### config.mk
export PLATFORM = sky130hd
export DESIGN_NAME = utf8_decoder_with_replacement_core_flat
export DESIGN_NICKNAME = d
export VERILOG_FILES = /design/src/rtl/core/u8dec_pkg.sv /design/src/rtl/core/u8dec_in_if.sv /design/src/rtl/core/u8dec_out_if.sv /design/src/rtl/core/utf8_decoder_with_replacement_core.sv /design/src/flat_wrapper.sv
export SDC_FILE = /design/constraint.sdc
export NUM_CORES = 1
export LEC_CHECK = 0
export BUFFER_PORTS_ARGS = -buffer_cell sky130_fd_sc_hd__buf_2
export CAP_MARGIN = 20
export CORE_AREA = 2 2 104 106
export DETAILED_ROUTE_END_ITERATION = 8
export DIE_AREA = 0 0 106 108
export PLACE_DENSITY_LB_ADDON = 0.25
export SLEW_MARGIN = 10
export SYNTH_ARGS = -nofsm -noshare
export SYNTH_HDL_FRONTEND = slang
export SYNTH_SLANG_ARGS = --single-unit
export TNS_END_PERCENT = 10
### constraint.sdc
create_clock -name clk -period 4.35 [get_ports clk]
set_input_delay 1.305 -clock clk [delete_from_list [all_inputs] [get_ports clk]]
set_output_delay 1.305 -clock clk [all_outputs]
set_load 0.03 [all_outputs]
### src/rtl/core/u8dec_pkg.sv
// ----------------------------------------------------------------------------
// UTF-8 decoder package
// Shared constants, result type and lead byte decode for the UTF-8 decoder.
// ----------------------------------------------------------------------------
package u8dec_pkg;

  localparam int unsigned CodeW    = 21;
  localparam int unsigned ByteW    = 8;
  localparam int unsigned ExpW     = 2;
  localparam int unsigned FifoDepth = 4;

  localparam logic [CodeW-1:0] ReplacementChar = CodeW'(21'h00FFFD);

  typedef logic [CodeW-1:0] code_t;
  typedef logic [ByteW-1:0] byte_t;
  typedef logic [ExpW-1:0]  exp_t;

  typedef struct packed {
    code_t code_point;
    logic  run_last;
    logic  text_done;
  } result_t;

  typedef struct packed {
    logic  emit;
    code_t cp;
    exp_t  expect_cnt;
    code_t partial;
  } lead_t;

  function automatic lead_t decode_lead(byte_t b);
    lead_t l;
    l.emit       = 1'b0;
    l.cp         = ReplacementChar;
    l.expect_cnt = '0;
    l.partial    = '0;
    if (b[7] == 1'b0) begin
      l.emit = 1'b1;
      l.cp   = {13'd0, b};
    end else if ((b & 8'hE0) == 8'hC0) begin
      l.partial    = {16'd0, b[4:0]};
      l.expect_cnt = 2'd1;
    end else if ((b & 8'hF0) == 8'hE0) begin
      l.partial    = {17'd0, b[3:0]};
      l.expect_cnt = 2'd2;
    end else if ((b & 8'hF8) == 8'hF0) begin
      l.partial    = {18'd0, b[2:0]};
      l.expect_cnt = 2'd3;
    end else begin
      l.emit = 1'b1;
      l.cp   = ReplacementChar;
    end
    return l;
  endfunction

endpackage

### src/rtl/core/u8dec_in_if.sv
// ----------------------------------------------------------------------------
// UTF-8 decoder byte channel
// Valid/ready channel carrying one raw byte and the end-of-text flag.
// ----------------------------------------------------------------------------
interface u8dec_in_if;
  import u8dec_pkg::*;

  logic  valid;
  logic  ready;
  byte_t byte_in;
  logic  end_of_text;

  modport source (output valid, output byte_in, output end_of_text, input ready);
  modport sink   (input valid, input byte_in, input end_of_text, output ready);
endinterface

### src/rtl/core/u8dec_out_if.sv
// ----------------------------------------------------------------------------
// UTF-8 decoder code point channel
// Valid/ready channel carrying one decoded code point and its markers.
// ----------------------------------------------------------------------------
interface u8dec_out_if;
  import u8dec_pkg::*;

  logic  valid;
  logic  ready;
  code_t code_point;
  logic  run_last;
  logic  text_done;

  modport source (output valid, output code_point, output run_last, output text_done,
                  input ready);
  modport sink   (input valid, input code_point, input run_last, input text_done,
                  output ready);
endinterface

### src/rtl/core/utf8_decoder_with_replacement_core.sv
// ----------------------------------------------------------------------------
// UTF-8 decoder with replacement
// Decodes a byte stream into code points, replacing bad lead bytes, stray continuations and truncated sequences.
// ----------------------------------------------------------------------------
// One byte is taken per cycle whenever the four-entry result queue has room
// for two results; each transfer updates the sequence state and pushes zero,
// one or two code points, which leave the queue one per cycle while the sink
// is ready. The sustained rate is one byte per cycle while each byte yields at
// most one result and the sink does not stall, and is bounded by the single
// output transfer per cycle otherwise. Each result is registered in the queue.
// ----------------------------------------------------------------------------
module utf8_decoder_with_replacement_core (
  input logic        clk,
  input logic        rst_n,
  u8dec_in_if.sink   in_ch,
  u8dec_out_if.source out_ch
);
  import u8dec_pkg::*;

  localparam int unsigned PtrW = $clog2(FifoDepth);
  localparam int unsigned CntW = $clog2(FifoDepth + 1);

  exp_t    expect_r, expect_nxt;
  code_t   partial_r, partial_nxt;
  result_t fifo_r [FifoDepth];
  logic [PtrW-1:0] wr_ptr_r, rd_ptr_r;
  logic [CntW-1:0] count_r, count_nxt;

  logic    in_fire, out_fire;
  lead_t   lead;
  logic [1:0] n_res;
  code_t   res0, res1;
  logic    cont;
  exp_t    exp_dec;
  result_t ent0, ent1;

  assign in_ch.ready = (count_r <= CntW'(FifoDepth - 2));
  assign in_fire     = in_ch.valid && in_ch.ready;
  assign out_ch.valid = (count_r != '0);
  assign out_fire    = out_ch.valid && out_ch.ready;

  assign out_ch.code_point = fifo_r[rd_ptr_r].code_point;
  assign out_ch.run_last   = fifo_r[rd_ptr_r].run_last;
  assign out_ch.text_done  = fifo_r[rd_ptr_r].text_done;

  assign cont = (in_ch.byte_in[7:6] == 2'b10);
  assign lead = decode_lead(in_ch.byte_in);
  assign exp_dec = expect_r - 2'd1;

  always_comb begin
    n_res       = 2'd0;
    res0        = ReplacementChar;
    res1        = ReplacementChar;
    expect_nxt  = expect_r;
    partial_nxt = partial_r;
    if (expect_r != '0) begin
      if (cont) begin
        expect_nxt  = exp_dec;
        partial_nxt = {partial_r[CodeW-7:0], in_ch.byte_in[5:0]};
        if (exp_dec == '0) begin
          n_res       = 2'd1;
          res0        = {partial_r[CodeW-7:0], in_ch.byte_in[5:0]};
          partial_nxt = '0;
        end
      end else begin
        n_res       = 2'd1;
        res0        = ReplacementChar;
        expect_nxt  = lead.expect_cnt;
        partial_nxt = lead.partial;
        if (lead.emit) begin
          n_res = 2'd2;
          res1  = lead.cp;
        end
      end
    end else begin
      expect_nxt  = lead.expect_cnt;
      partial_nxt = lead.partial;
      if (lead.emit) begin
        n_res = 2'd1;
        res0  = lead.cp;
      end
    end
    if (in_ch.end_of_text) begin
      if (expect_nxt != '0) begin
        if (n_res == 2'd0) begin
          res0 = ReplacementChar;
        end else begin
          res1 = ReplacementChar;
        end
        n_res = n_res + 2'd1;
      end
      expect_nxt  = '0;
      partial_nxt = '0;
    end
    ent0.code_point = res0;
    ent0.run_last   = (n_res == 2'd1);
    ent0.text_done  = (n_res == 2'd1) && in_ch.end_of_text;
    ent1.code_point = res1;
    ent1.run_last   = 1'b1;
    ent1.text_done  = in_ch.end_of_text;
  end

  always_comb begin
    count_nxt = count_r;
    if (in_fire) begin
      count_nxt = count_nxt + CntW'(n_res);
    end
    if (out_fire) begin
      count_nxt = count_nxt - CntW'(1);
    end
  end

  always_ff @(posedge clk) begin
    if (!rst_n) begin
      expect_r  <= '0;
      partial_r <= '0;
      wr_ptr_r  <= '0;
      rd_ptr_r  <= '0;
      count_r   <= '0;
    end else begin
      count_r <= count_nxt;
      if (in_fire) begin
        expect_r  <= expect_nxt;
        partial_r <= partial_nxt;
        wr_ptr_r  <= wr_ptr_r + PtrW'(n_res);
      end
      if (out_fire) begin
        rd_ptr_r <= rd_ptr_r + PtrW'(1);
      end
    end
  end

  always_ff @(posedge clk) begin
    if (in_fire && (n_res != 2'd0)) begin
      fifo_r[wr_ptr_r] <= ent0;
    end
    if (in_fire && (n_res == 2'd2)) begin
      fifo_r[wr_ptr_r + PtrW'(1)] <= ent1;
    end
  end

endmodule

### src/flat_wrapper.sv
// flat-port wrapper written by rule: the top's interface ports become plain ports
module utf8_decoder_with_replacement_core_flat import u8dec_pkg::*;
  (clk, rst_n, in_ch_valid, in_ch_byte_in, in_ch_end_of_text, in_ch_ready, out_ch_valid, out_ch_code_point, out_ch_run_last, out_ch_text_done, out_ch_ready);
  u8dec_in_if in_ch_i ();
  u8dec_out_if out_ch_i ();
  input logic clk;
  input logic rst_n;
  input wire logic [$bits(in_ch_i.valid)-1:0] in_ch_valid;
  input wire logic [$bits(in_ch_i.byte_in)-1:0] in_ch_byte_in;
  input wire logic [$bits(in_ch_i.end_of_text)-1:0] in_ch_end_of_text;
  output wire logic [$bits(in_ch_i.ready)-1:0] in_ch_ready;
  output wire logic [$bits(out_ch_i.valid)-1:0] out_ch_valid;
  output wire logic [$bits(out_ch_i.code_point)-1:0] out_ch_code_point;
  output wire logic [$bits(out_ch_i.run_last)-1:0] out_ch_run_last;
  output wire logic [$bits(out_ch_i.text_done)-1:0] out_ch_text_done;
  input wire logic [$bits(out_ch_i.ready)-1:0] out_ch_ready;
  assign in_ch_i.valid = in_ch_valid;
  assign in_ch_i.byte_in = in_ch_byte_in;
  assign in_ch_i.end_of_text = in_ch_end_of_text;
  assign in_ch_ready = in_ch_i.ready;
  assign out_ch_valid = out_ch_i.valid;
  assign out_ch_code_point = out_ch_i.code_point;
  assign out_ch_run_last = out_ch_i.run_last;
  assign out_ch_text_done = out_ch_i.text_done;
  assign out_ch_i.ready = out_ch_ready;
  utf8_decoder_with_replacement_core u_core (.clk(clk), .rst_n(rst_n), .in_ch(in_ch_i), .out_ch(out_ch_i));
endmodule
[Word level (Yosys, flattened, before mapping)]
Memories as Yosys holds them, arrays and structs flattened. A register that Yosys moved wholly into a read port is not among the register bits.
Cells that the tools add are included.
Widths: inputs -> output; s select.
Word-level totals
  word-level logic and storage cells: 73
  memories kept: 1
  input bits: 13
  RAM bits: 92
  output and inout port bits: 25
  register bits after elaboration: 24
Operators by class
  reduce and logical (&&, ||, !) cells: 11
  add/subtract/negate cells: 7
  equal/unequal tests: 6
  $lt $le $gt $ge: 1
  multiplexer cells: 42
Memory list
  u_core.fifo_r: depth 4, width 23, rd ports 1, clocked after memory_dff 1, write ports 2, line utf8_decoder_with_replacement_core.sv:25  | result_t fifo_r [FifoDepth];
Operators by type and width (number)
  $mux 21: 12
  $mux 23: 4
  $mux 22: 4
  $mux 15: 4
  $mux 2: 10
  $add 2x1->2 const B: 3
  $mux 1: 6
  $mux 3: 2
  $reduce_bool 2->1: 3
  $eq 5x5->1 const B: 1
  $logic_and 1x1->1: 5
  $eq 2x2->1 const B: 2
  $eq 4x4->1 const B: 1
  $logic_not 2->1: 2
  $add 3x2->3: 1
  $eq 3x3->1 const B: 1
  $le 3x2->1 const B: 1
  $reduce_bool 3->1: 1
  $sub 3x1->3 const B: 1
  $add 2x2->2: 1
  $eq 2x1->1 const B: 1
  $sub 2x1->2 const B: 1

[Logic depth before layout (Yosys ltp)]
Gate-level depths: netlist (run 1).
  depth in word-level cells: 15
  gate-level depth with buffers: 14
  gate-level depth less buffers: 14

[Least setup slack after synthesis (run 1)]
No wires, ideal clock.
  path type: in2reg
  start point: in in_ch_byte_in[6]
  end point: reg u_core.count_r[2]
  buffers on the path: 1
  data required time: 4.235 ns
  data arrival time: 3.407 ns
  stages on the path: 13
  library setup time: 0.115 ns
  slack: 0.828 ns
  cell sequence: buf_4 o21a_4 a21oi_1 a31oi_1 a31oi_1 nor2_1 ha_1 fa_1 mux2i_1 ha_1 nand2_1 xor2_1 and2_1
Between the ends
  word-level cells in the longest chain between the ends: 15
  elaborated cells between the ends (all ways): 26
  classes of those cells: 3 x add/sub; 4 x eq/ne; 18 x mux; 1 x reduce/logical
Ends and longest elaborated chain
  from (decl): line flat_wrapper.sv:9  | input wire logic [$bits(in_ch_i.byte_in)-1:0] in_ch_byte_in;
  $eq 5x5->1: line u8dec_pkg.sv:46  | end else if ((b & 8'hF8) == 8'hF0) begin
  $mux 22: line u8dec_pkg.sv:46
  $mux 22: line u8dec_pkg.sv:43  | end else if ((b & 8'hF0) == 8'hE0) begin
  $mux 22: line u8dec_pkg.sv:40  | end else if ((b & 8'hE0) == 8'hC0) begin
  $mux 22: line u8dec_pkg.sv:37  | if (b[7] == 1'b0) begin
  $mux 2: line utf8_decoder_with_replacement_core.sv:70  | if (lead.emit) begin
  $mux 2: line utf8_decoder_with_replacement_core.sv:57  | if (cont) begin
  $mux 2: line utf8_decoder_with_replacement_core.sv:56  | if (expect_r != '0) begin
  $add 2x1->2: line utf8_decoder_with_replacement_core.sv:90  | n_res = n_res + 2'd1;
  $mux 2: line utf8_decoder_with_replacement_core.sv:84  | if (expect_nxt != '0) begin
  $mux 2 (*): line utf8_decoder_with_replacement_core.sv:83  | if (in_ch.end_of_text) begin
  $add 3x2->3 (*): line utf8_decoder_with_replacement_core.sv:106  | count_nxt = count_nxt + CntW'(n_res);
  $mux 3 (*): line utf8_decoder_with_replacement_core.sv:105  | if (in_fire) begin
  $sub 3x1->3: line utf8_decoder_with_replacement_core.sv:109  | count_nxt = count_nxt - CntW'(1);
  $mux 3 (*): line utf8_decoder_with_replacement_core.sv:108  | if (out_fire) begin
  to (signal assigned): line utf8_decoder_with_replacement_core.sv:121  | count_r <= count_nxt;
  to (decl): line utf8_decoder_with_replacement_core.sv:27  | logic [CntW-1:0] count_r, count_nxt;
Mark *: on every way between the ends. The rest lies on a longest branch, timed or not.
A chain may end at the register's enable or synchronous reset.

[Final worst setup path (run 1)]
Ends and elaborated chain as after synthesis.

==> results of run 1 <==
[registers in the layout, indices dropped and copies added (netlist names), named ones only]
signal / count
u_core.fifo_r: 92
u_core.partial_r: 15
u_core.wr_ptr_r: 2
u_core.count_r: 3
u_core.rd_ptr_r: 2
u_core.expect_r: 2
[per-layer routing]
metal  up-vias  part of all wire  track usage
met5         -                 0            0
met4         0             0.035       0.1137
met3        40             0.076      0.06510
met2       177              0.48       0.4138
met1      1981              0.41       0.3273
li1       1857                 -            -
[how the worst max path moves through the flow]
stage / from / end / slack, ns
after detailed placement: in_ch_byte_in[6] / u_core.count_r[2] / 0.46
after CTS: flop / out_ch_code_point[6] / 0.91
after floorplan: in_ch_byte_in[6] / u_core.count_r[2] / 0.83
after global placement: in_ch_byte_in[6] / u_core.count_r[2] / 0.57
final: in_ch_byte_in[6] / u_core.count_r[2] / 0.94
after global routing: in_ch_byte_in[6] / u_core.count_r[2] / 0.81
[cell type report]
| class | instances | area [um^2] |
|---|---|---|
| multi-input cells | 309 | 2462 |
| repair buffers | 47 | 260.3 |
| inverters | 9 | 36.28 |
| clock buffers | 26 | 531.8 |
| clock inverters | 6 | 35.03 |
| well taps | 136 | 170.2 |
| fillers | 769 | 3692 |
| flip-flops and latches | 118 | 3043 |
[cells in the final DEF, fill, tap and decap left out, types with 5 or more instances in the layout]
master     count
buf_4         10
edfxtp_1      68
nor2b_1       23
inv_1          7
a32o_1         5
o22ai_1        9
a22oi_1       13
buf_2         37
ha_1           5
nor2_1        22
clkbuf_16     19
mux2i_1       18
nand2_1       18
a21oi_1       22
o21a_1        12
a21o_1        11
and2_1        17
o21ai_0       31
o21ai_1       18
dfxtp_1       50
mux4_2        23
[power by group through the flow]
stage                     Sequential (mW)  Combinational [mW]  Clock (mW)
final                                1.39                1.02        1.30
after global routing                 1.41                1.11        1.36
after CTS                            1.39                1.03        1.32
after detailed placement             1.42                1.03           0
after global placement               1.41                1.01           0
after floorplan                      1.38               0.819           0
[stage by stage]
step                      hold slack (ns)    util  total power [mW]  worst slack, ns  cell area, um^2
after CTS                          0.4773  0.6391             3.746           0.9068             6539
after detailed placement           0.4642  0.5837             2.444           0.4637             5972
after global routing               0.5013  0.6391             3.875           0.8102             6539
final                              0.4768  0.6391             3.718           0.9448             6539
after floorplan                    0.4371       -             2.199           0.8284             5736
after global placement             0.4563  0.5837             2.413           0.5676             5972
[critical path, stage by stage]
cell	delay [ns]
buf_2	0.31
nand4_4	0.21
a21oi_1	0.18
a31oi_1	0.06
a31oi_1	0.17
nor2_1	0.09
ha_1	0.21
fa_1	0.47
mux2i_1	0.25
ha_1	0.19
nand2_1	0.06
xor2_1	0.16
and2_1	0.15
[cells by family (layout without fill, tap and decap cells)]
family,after synthesis,after routing,synth area share
AO/OA/AOI/OAI,143,143,0.1699
flip-flops,118,118,0.5305
AND/OR/NAND/NOR,115,115,0.1171
buffers and inverters,43,88,0.04014
multiplexers,41,41,0.1217
adder cells (fa/ha/maj),6,6,0.01440
XOR/XNOR,4,4,0.006109
==> results.md, run 1 <==
* Final HPWL DP at 8.804 mm
* Wire length per cell at 20.66 um
* Status: finished, final reports clean
* Die area at ~11000 um^2
* PD cells at 568.6 nW/um^2
* Synth area leader: edfxtp_1
* Setup_tns at 0 ns
* Switch share at 0.3179
* Critical path startpoint category: input pin
* Worst Hold End: u_core.fifo_r[0][18]
* Comb pwr share at 0.274
* Largest net degree at the start of global routing at 26
* Hold path depth at 1
* Max-cap violations at 0
* Seq/Total Area, Yosys at 0.5305
* Total CTS buffers at 17
* YS warnings at 0
* RSZ-0062 raised after global routing: no
* Worst Clk Skew at 0.009946 ns
* Post-cts sizing count at 0
* Total track usage at 0.2554
* First-pass GRT wire length at about 22 mm
* CTS tree: done
* EDFF count, synth at 68
* Sequential power share at 0.375
* Core Footprint at just over 10000 um^2
* Vias/cell at about 6.2
* Worst Tran Pin Value at approximately 0.81 ns
* P_leak at approximately 2.5 nW
* Clock-pin slew on the worst setup and hold paths at about 0.06 ns
* Final WL at 13.45 mm
* Share of cells above drive strength 1 at 0.2291
* Placed Cells incl. Taps at 619
* Routed Antenna Nets at 0
* Die W at 106 um
* Initial core utilization at 0.5606
* Cell area after synthesis at 5736 um^2
* Post-synth top area share at 0.3560
* Internal Power at 2.536 mW
* Synth Area per Inst at around 12 um^2
* Placer Congestion at 0.8713
* Reg2Reg Depth at 12
* Fin. Hold Viols at 0
* Row count at 37
* Layout Nets at 521
* First DRT Iteration DRCs at 410
* Final period util at 0.7828
* DRC at 0
* Vias in the first global route at 4102
* Required @ worst endpoint at 4.76 ns
* Dominant synthesized flop cell: edfxtp_1
* Fraction of synthesis flops using an asynchronous set or reset pin at 0
* Fmax at approximately 300 MHz
* Count of cell types in the netlist at 61
* Clk network pwr share at 0.351
* Switching Power at 1.182 mW
* CTS H-tree lvls at 4
* Initial antenna violation count at 0
* Slew Viols, Final at 0
* Area grow syn2layout at 14.01%
* Origin of the critical flop-to-flop path: u_core.expect_r[0]
* Period minus WS final at 3.405 ns
* I/O Buffers at 37
* Worst slew margin at 0.4574
* Flop-to-flop setup slack at ~1.1 ns
* Synthesized net count at 489
* Post-CTS setup buffer count at 0
* Crit path arrival time at 3.82 ns
* Most frequent cells after synthesis: 68 x edfxtp_1, 50 x dfxtp_1, 31 x o21ai_0
* Clock root buffer: clkbuf_8
* CTS max path bufs at 2
* Routed vias at between 4000 and 5000
* Final number of setup-violating endpoints at 0
* Syn Inst Count at 470
* Launch point of the worst hold path: u_core.fifo_r[0][18]
* Setup CP Type: in2reg
* IR drop worst, VDD at 348.7 uV
* Crit end category: flop
* DR pass1 iterations at 5
* DIE HEIGHT at 108 um
* Min-delay worst type: reg2reg
* IO Pins at 38
* Max FO, Critical Path at 18
* GRT overflow at 0
* CTS Sinks at 118
* RR Endpoint: u_core.count_r[2]
* Seq cells post-synth at 118
* Main area contributors after synthesis: edfxtp_1 36%, dfxtp_1 17%, mux4_2 9.0%
* Post-route insts no fill at 651
* Post-CTS Hold Buffers at 0
* Most instantiated library cell after synthesis: edfxtp_1
* Clk_lat worst skew at 0.52 ns
* ANT cells at 0
Note: power is estimated with default switching activity, not from simulation.
==> run 2, diff against run 1 <==
==> constraint.sdc (replaced) <==
create_clock -name clk -period 3.2 [get_ports clk]
set_input_delay 0.96 -clock clk [delete_from_list [all_inputs] [get_ports clk]]
set_output_delay 0.96 -clock clk [all_outputs]
set_load 0.03 [all_outputs]
==> run 2 against run 1 <==
  * Routed wire length down 0.70%
  * Sequential share of layout area down 2.0 points
  * Sequential cell count unchanged
  * Combinational power up 43%
  * Cell area up 4.5%
  * First-iteration DRC count down 31%
  * Via count up 4.1%
  * Core utilization up 2.9 points
  * Worst hold slack worse by 0.0079 ns
  * Clock skew down 0.0032 ns
  * Worst setup slack worse by 0.77 ns
  * Highest routed layer unchanged
==> results.md, run 2 (same netlist as run 1, synthesis figures left out) <==
* Final period util at 0.9447
* Commonest non-fill, non-tap cells in the layout: 68 x edfxtp_1, 49 x dfxtp_1, 48 x buf_4, 37 x buf_2, 31 x o21ai_0 (was 68 x edfxtp_1, 50 x dfxtp_1, 37 x buf_2, 31 x o21ai_0)
* Row count at 37 (unchanged)
* Max reg flops at 92 (unchanged)
* Final WL at 13.35 mm (was 13.45 mm)
* IR drop worst, VDD at 444.6 uV (was 348.7 uV)
* Pre-CTS setup slack at -0.1278 ns (was 0.4637 ns)
* Crit path arrival time at 2.06 ns (was 3.82 ns)
* Initial antenna violation count at 0 (unchanged)
* Layout Nets at 561 (was 521)
* Final setup margin at 0.1769 ns (was 0.9448 ns)
* Max FO, Critical Path at 15 (was 18)
* PD cells at 739.7 nW/um^2 (was 568.6 nW/um^2)
* Max-cap violations at 0 (unchanged)
* Most common cell after layout, fill and taps aside: edfxtp_1 (unchanged)
* Slowest CP cell: dfxtp_1 (was fa_1)
* GRT met1 Usage at 0.3212 (was 0.3273)
* Crit end category: primary output (was flop)
* Vias in the first global route at 4215 (was 4102)
* Critical path startpoint category: flop (was input pin)
* Hold WS at 0.4689 ns (was 0.4768 ns)
* First DRT Iteration DRCs at 281 (was 410)
* Final number of setup-violating endpoints at 0 (unchanged)
* Routed vias at 4220 (was 4055)
* P_leak at 2.664 nW (was 2.484 nW)
* Area grow syn2layout at 19.11% (was 14.01%)
* Worst slew margin at 0.6006 (was 0.4574)
* CTS tree: done (unchanged)
* Fmax at 330.8 MHz
* Clk_lat worst skew at 0.52 ns (about the same)
* DRC at 0 (unchanged)
* Post-CTS Hold Buffers at 0 (unchanged)
* Biggest registers after layout: u_core.fifo_r (92), u_core.partial_r (15), u_core.count_r (3) (unchanged)
* Vias/cell at 6.107 (was 6.229)
* DIE HEIGHT at 108 um (unchanged)
* Clock-pin slew on the worst setup and hold paths at 0.06 ns (about the same)
* Initial core utilization at 0.5606 (unchanged)
* Status: finished, final reports clean (unchanged)
* Period minus WS final at 3.023 ns
* Critical-path cell list: buf_4 > mux4_2 > buf_2 (was buf_2 > nand4_4 > a21oi_1 > a31oi_1 > a31oi_1 > nor2_1 > ha_1 > fa_1 > mux2i_1 > ha_1 > nand2_1 > xor2_1 > and2_1)
* Share of cells above drive strength 1 at 0.2901 (was 0.2291)
* Wire length per cell at 19.33 um (was 20.66 um)
* IO Pins at 38 (unchanged)
* Total CTS buffers at 17 (unchanged)
* Worst Clk Skew at 0.006777 ns (was 0.009946 ns)
* Setup_tns at 0 ns (unchanged)
* Met3 Track Usage GR at 0.04943 (was 0.06510)
* Post-cts sizing count at 0 (unchanged)
* Slew Viols, Final at 0 (unchanged)
* DR pass1 iterations at 6 (was 5)
* Global Route met2 Usage at 0.4235 (was 0.4138)
* Fin. Hold Viols at 0 (unchanged)
* CTS H-tree lvls at 4 (unchanged)
* CTS max path bufs at 2 (unchanged)
* Min-delay worst type: reg2reg (unchanged)
* Top reg by flops: u_core.fifo_r (unchanged)
* Placer Congestion at 0.9396 (was 0.8713)
* GRT Max-Usage Layer: met2 (unchanged)
* Setup CP Type: reg2out (was in2reg)
* First-pass GRT wire length at 21.65 mm (was 21.90 mm)
* Largest net degree at the start of global routing at 26 (unchanged)
* RSZ-0062 raised after global routing: no (unchanged)
* Routed Antenna Nets at 0 (unchanged)
* CTS Sinks at 118 (unchanged)
* GRT overflow at 0 (unchanged)
* Total track usage at 0.2516 (was 0.2554)
* Die area at 11450 um^2 (unchanged)
* Final HPWL DP at 8.986 mm (was 8.804 mm)
* Worst Tran Pin Value at 0.5970 ns (was 0.8122 ns)
* Core Footprint at 10230 um^2 (unchanged)
* Required @ worst endpoint at 2.24 ns (was 4.76 ns)
* Total power at 5.053 mW (was 3.718 mW)
* ANT cells at 0 (unchanged)
* Post-CTS setup buffer count at 0 (unchanged)
* I/O Buffers at 37 (unchanged)
* Die W at 106 um (unchanged)
* Clock root buffer: clkbuf_8 (unchanged)
* Worst stage delay on the critical path at 0.65 ns (was 0.47 ns)
* Fin util at 0.6677 (was 0.6391)
## run 2: path summary, 6_finish.rpt
kind	slack (ns)	cells past startpoint	to	startpoint
hold reg to reg	0.47	1	u_core.fifo_r[0][21]	u_core.fifo_r[0][21]
setup / recovery	0.18	3	out_ch_code_point[6]	flop
hold / removal	0.47	1	u_core.fifo_r[0][21]	u_core.fifo_r[0][21]
setup reg to reg	0.26	12	u_core.count_r[2]	u_core.expect_r[0]
## run 2: final cells by class
cell class	count	area, um^2
Clock inverter	12	103.9
Clock buffer	20	429.2
Timing Repair Buffer	87	585.6
Tap cell	136	170.2
Multi-Input combinational cell	309	2462
Fill cell	755	3400
Sequential cell	118	3044
Inverter	9	36.28
## run 2: metrics by stage
stage,instance area [um^2],std cells
final,6832,691
after detailed placement,6297,659
after global routing,6832,691
after global placement,6297,659
after floorplan,5736,470
after CTS,6830,691
## run 2: where the power goes
| part | internal [mW] | leakage, nW | switching [mW] |
|---|---|---|---|
| registers | 1.80 | 1.10 | 0.0848 |
| logic | 0.577 | 1.30 | 0.883 |
| clock network | 1.04 | 0.263 | 0.668 |
| total | 3.42 | 2.66 | 1.64 |
## run 2: per-layer routing
metal / up-vias / part of all wire
met5: - / 0
met4: 0 / 0.027
met3: 44 / 0.059
met2: 186 / 0.50
met1: 2061 / 0.41
li1: 1929 / -
## run 2: critical path, delay by kind of cell (launching register included)
family   cells  cell delay (ns)
buf+inv      2             0.54
flops        1             0.65
mux          1             0.35
==> run 3, diff against run 2 <==
--- a/config.mk
+++ b/config.mk
@@ -10,7 +10,9 @@
 export CORE_AREA = 2 2 104 106
 export DETAILED_ROUTE_END_ITERATION = 8
 export DIE_AREA = 0 0 106 108
-export PLACE_DENSITY_LB_ADDON = 0.25
+export PLACE_DENSITY = 0.74
+export REMOVE_ABC_BUFFERS = 1
+export SETUP_SLACK_MARGIN = 0.5
 export SLEW_MARGIN = 10
 export SYNTH_ARGS = -nofsm -noshare
 export SYNTH_HDL_FRONTEND = slang
==> run 3 against run 2 <==
  * Fmax rose by 8.3%
  * Clock power about the same
  * Core utilization increased by 1.6 points
  * Sequential power is essentially flat
  * Routed wire length increased by 6.7%
  * Worst hold slack improved by 0.0059 ns
  * Global-route usage rose by 1.1 points
  * Register-to-register slack improved by 0.20 ns
  * Clock-buffer cell count up 3
  * Critical path depth did not move
  * Largest cell class unchanged
  * Highest routed layer unchanged
==> results.md, run 3 (same netlist as run 1, synthesis figures left out) <==
* GRT overflow at 0 (unchanged)
* Clk_lat worst skew at 0.53 ns (was 0.52 ns)
* Most common cell after layout, fill and taps aside: edfxtp_1 (unchanged)
* Die area at 11450 um^2 (unchanged)
* Required @ worst endpoint at 2.24 ns (about the same)
* Max-cap violations at 0 (unchanged)
* Vias in the first global route at 4273 (was 4215)
* Final Cell Area at 6997 um^2 (was 6832 um^2)
* IO Pins at 38 (unchanged)
* Min-delay worst type: reg2reg (unchanged)
* Flop-to-flop setup slack at 0.46 ns (was 0.26 ns)
* Status: finished, final reports clean (unchanged)
* Reg2Reg Depth at 14 (was 12)
* Crit path arrival time at 1.83 ns (was 2.06 ns)
* Die W at 106 um (unchanged)
* First-pass GRT wire length at 22.61 mm (was 21.65 mm)
* Final period util at 0.8723 (was 0.9447)
* Biggest registers after layout: u_core.fifo_r (92), u_core.partial_r (15), u_core.count_r (3) (unchanged)
* Placer Congestion at 0.9492 (was 0.9396)
* Final number of setup-violating endpoints at 0 (unchanged)
* Worst Clk Skew at 0.007692 ns (was 0.006777 ns)
* IR drop worst, VDD at 420.2 uV (was 444.6 uV)
* Area grow syn2layout at 21.99% (was 19.11%)
* Comb pwr share at 0.308 (was 0.289)
* Hold path depth at 1 (unchanged)
* Critical path startpoint category: flop (unchanged)
* RSZ-0062 raised after global routing: yes (was no)
* Internal Power at 3.552 mW (was 3.417 mW)
* CTS max path bufs at 2 (unchanged)
* Period minus WS final at 2.791 ns (was 3.023 ns)
* Worst Tran Pin Value at 0.5767 ns (was 0.5970 ns)
* Routed Antenna Nets at 0 (unchanged)
* P_leak at 2.709 nW (was 2.664 nW)
* Setup CP Type: reg2out (unchanged)
* Initial core utilization at 0.5606 (unchanged)
* Clk network pwr share at 0.324 (was 0.337)
* DIE HEIGHT at 108 um (unchanged)
* Layout Nets at 563 (was 561)
* Clock-pin slew on the worst setup and hold paths at 0.05 ns (was 0.06 ns)
* ANT cells at 0 (unchanged)
* Top reg by flops: u_core.fifo_r (unchanged)
* CTS tree: done (unchanged)
* Final HPWL DP at 9.349 mm (was 8.986 mm)
* Fin util at 0.6839 (was 0.6677)
* Commonest non-fill, non-tap cells in the layout: 68 x edfxtp_1, 51 x buf_4, 46 x dfxtp_1, 31 x o21ai_0, 31 x buf_2 (was 68 x edfxtp_1, 49 x dfxtp_1, 48 x buf_4, 37 x buf_2, 31 x o21ai_0)
* Post-CTS Hold Buffers at 0 (unchanged)
* Placed Cells incl. Taps at 655 (was 659)
* Vias/cell at 6.166 (was 6.107)
* Post-route insts no fill at 692 (was 691)
* Max FO, Critical Path at 8 (was 15)
* I/O Buffers at 37 (unchanged)
* First DRT Iteration DRCs at 545 (was 281)
* Total track usage at 0.2624 (was 0.2516)
* Fmax at 358.3 MHz (was 330.8 MHz)
* DRC at 0 (unchanged)
* Core Footprint at 10230 um^2 (unchanged)
* Final WL at 14.25 mm (was 13.35 mm)
* Total CTS buffers at 17 (unchanged)
* Share of cells above drive strength 1 at 0.3201 (was 0.2901)
* Wire length per cell at 20.59 um (was 19.33 um)
* Fin. Hold Viols at 0 (unchanged)
* CTS Sinks at 118 (unchanged)
* CTS H-tree lvls at 4 (unchanged)
* Clock root buffer: clkbuf_8 (unchanged)
* PD cells at 747.2 nW/um^2 (was 739.7 nW/um^2)
* Sequential power share at 0.367 (was 0.374)
* Largest net degree at the start of global routing at 26 (unchanged)
* Switch share at 0.3206 (was 0.3238)
* Initial antenna violation count at 0 (unchanged)
* FILL cells at 752 (was 755)
* Switching Power at 1.676 mW (was 1.636 mW)
* Row count at 37 (unchanged)
* Worst slew margin at 0.6146 (was 0.6006)
* Cell Area, Placed at 6269 um^2 (was 6297 um^2)
* Max reg flops at 92 (unchanged)
* Routed vias at 4267 (was 4220)
* Crit end category: primary output (unchanged)
* Slew Viols, Final at 0 (unchanged)
* DR pass1 iterations at 8 (was 6)
==> run 3: cell types whose count changed in the layout (fill, tap and decap cells not counted), sizes merged <==
cell and delta:
clkbuf +3, clkinvlp +1, buf +2, bufinv -1, clkinv -1, inv -3
==> run 3: repair_timing <==
action | 4_1_cts | 5_1_grt
endpoints found under the setup margin | 45 | 25
buffers inserted | 3 | 2
gates cloned | 1 | 0
pin swaps | 2 | 8
gates resized for setup | 24 | 14
==> run 3: worst paths after layout <==
path                                             end            startpoint
worst max register to register     u_core.count_r[2]    u_core.expect_r[1]
worst min-delay path            u_core.fifo_r[0][22]  u_core.fifo_r[0][22]
worst max-delay path            out_ch_code_point[6]                  flop
worst min register to register  u_core.fifo_r[0][22]  u_core.fifo_r[0][22]
==> run 3: final cells by class <==
type	count	area, um^2	share of cell area
inverters	9	38.79	0.005544
multi-input cells	309	2536	0.3625
clock inverters	8	48.80	0.006974
repair buffers	89	659.4	0.09424
flip-flops and latches	118	3055	0.4367
well taps	136	170.2	0.02432
clock buffers	23	488.0	0.06974
==> run 3: through the flow <==
stage          hold slack [ns]  setup TNS [ns]  setup slack, ns  total power, mW
3_3_place_gp            0.4507        -0.04181         -0.04181            3.371
2_1_floorplan           0.4373       -0.003635       -0.0002138            2.918
5_1_grt                 0.4952               0           0.3726            5.432
6_report                0.4747               0           0.4087            5.228
3_5_place_dp            0.4652         -0.1234          -0.1231            3.415
4_1_cts                 0.4778               0           0.3975            5.215
==> run 3: critical path, stage by stage, from the launching register on <==
cell and delay [ns]:
dfxtp_4 0.43, buf_12 0.17, mux4_2 0.54, buf_6 0.16
==> run 3: power by group through the flow <==
stage	Sequential, mW	Combinational, mW	Clock (mW)
finish	1.92	1.61	1.69
global route	1.94	1.73	1.77
CTS	1.92	1.60	1.70
detailed placement	1.96	1.46	0
global placement	1.95	1.42	0
floorplan	1.96	0.962	0
==> run 3: routing by layer <==
metal	share of wire	GRT usage	vias to the layer above
met5	0	0	-
met1	0.40	0.3372	2060
met2	0.49	0.4378	215
met4	0.031	0.09680	0
met3	0.081	0.06209	52
li1	-	-	1940
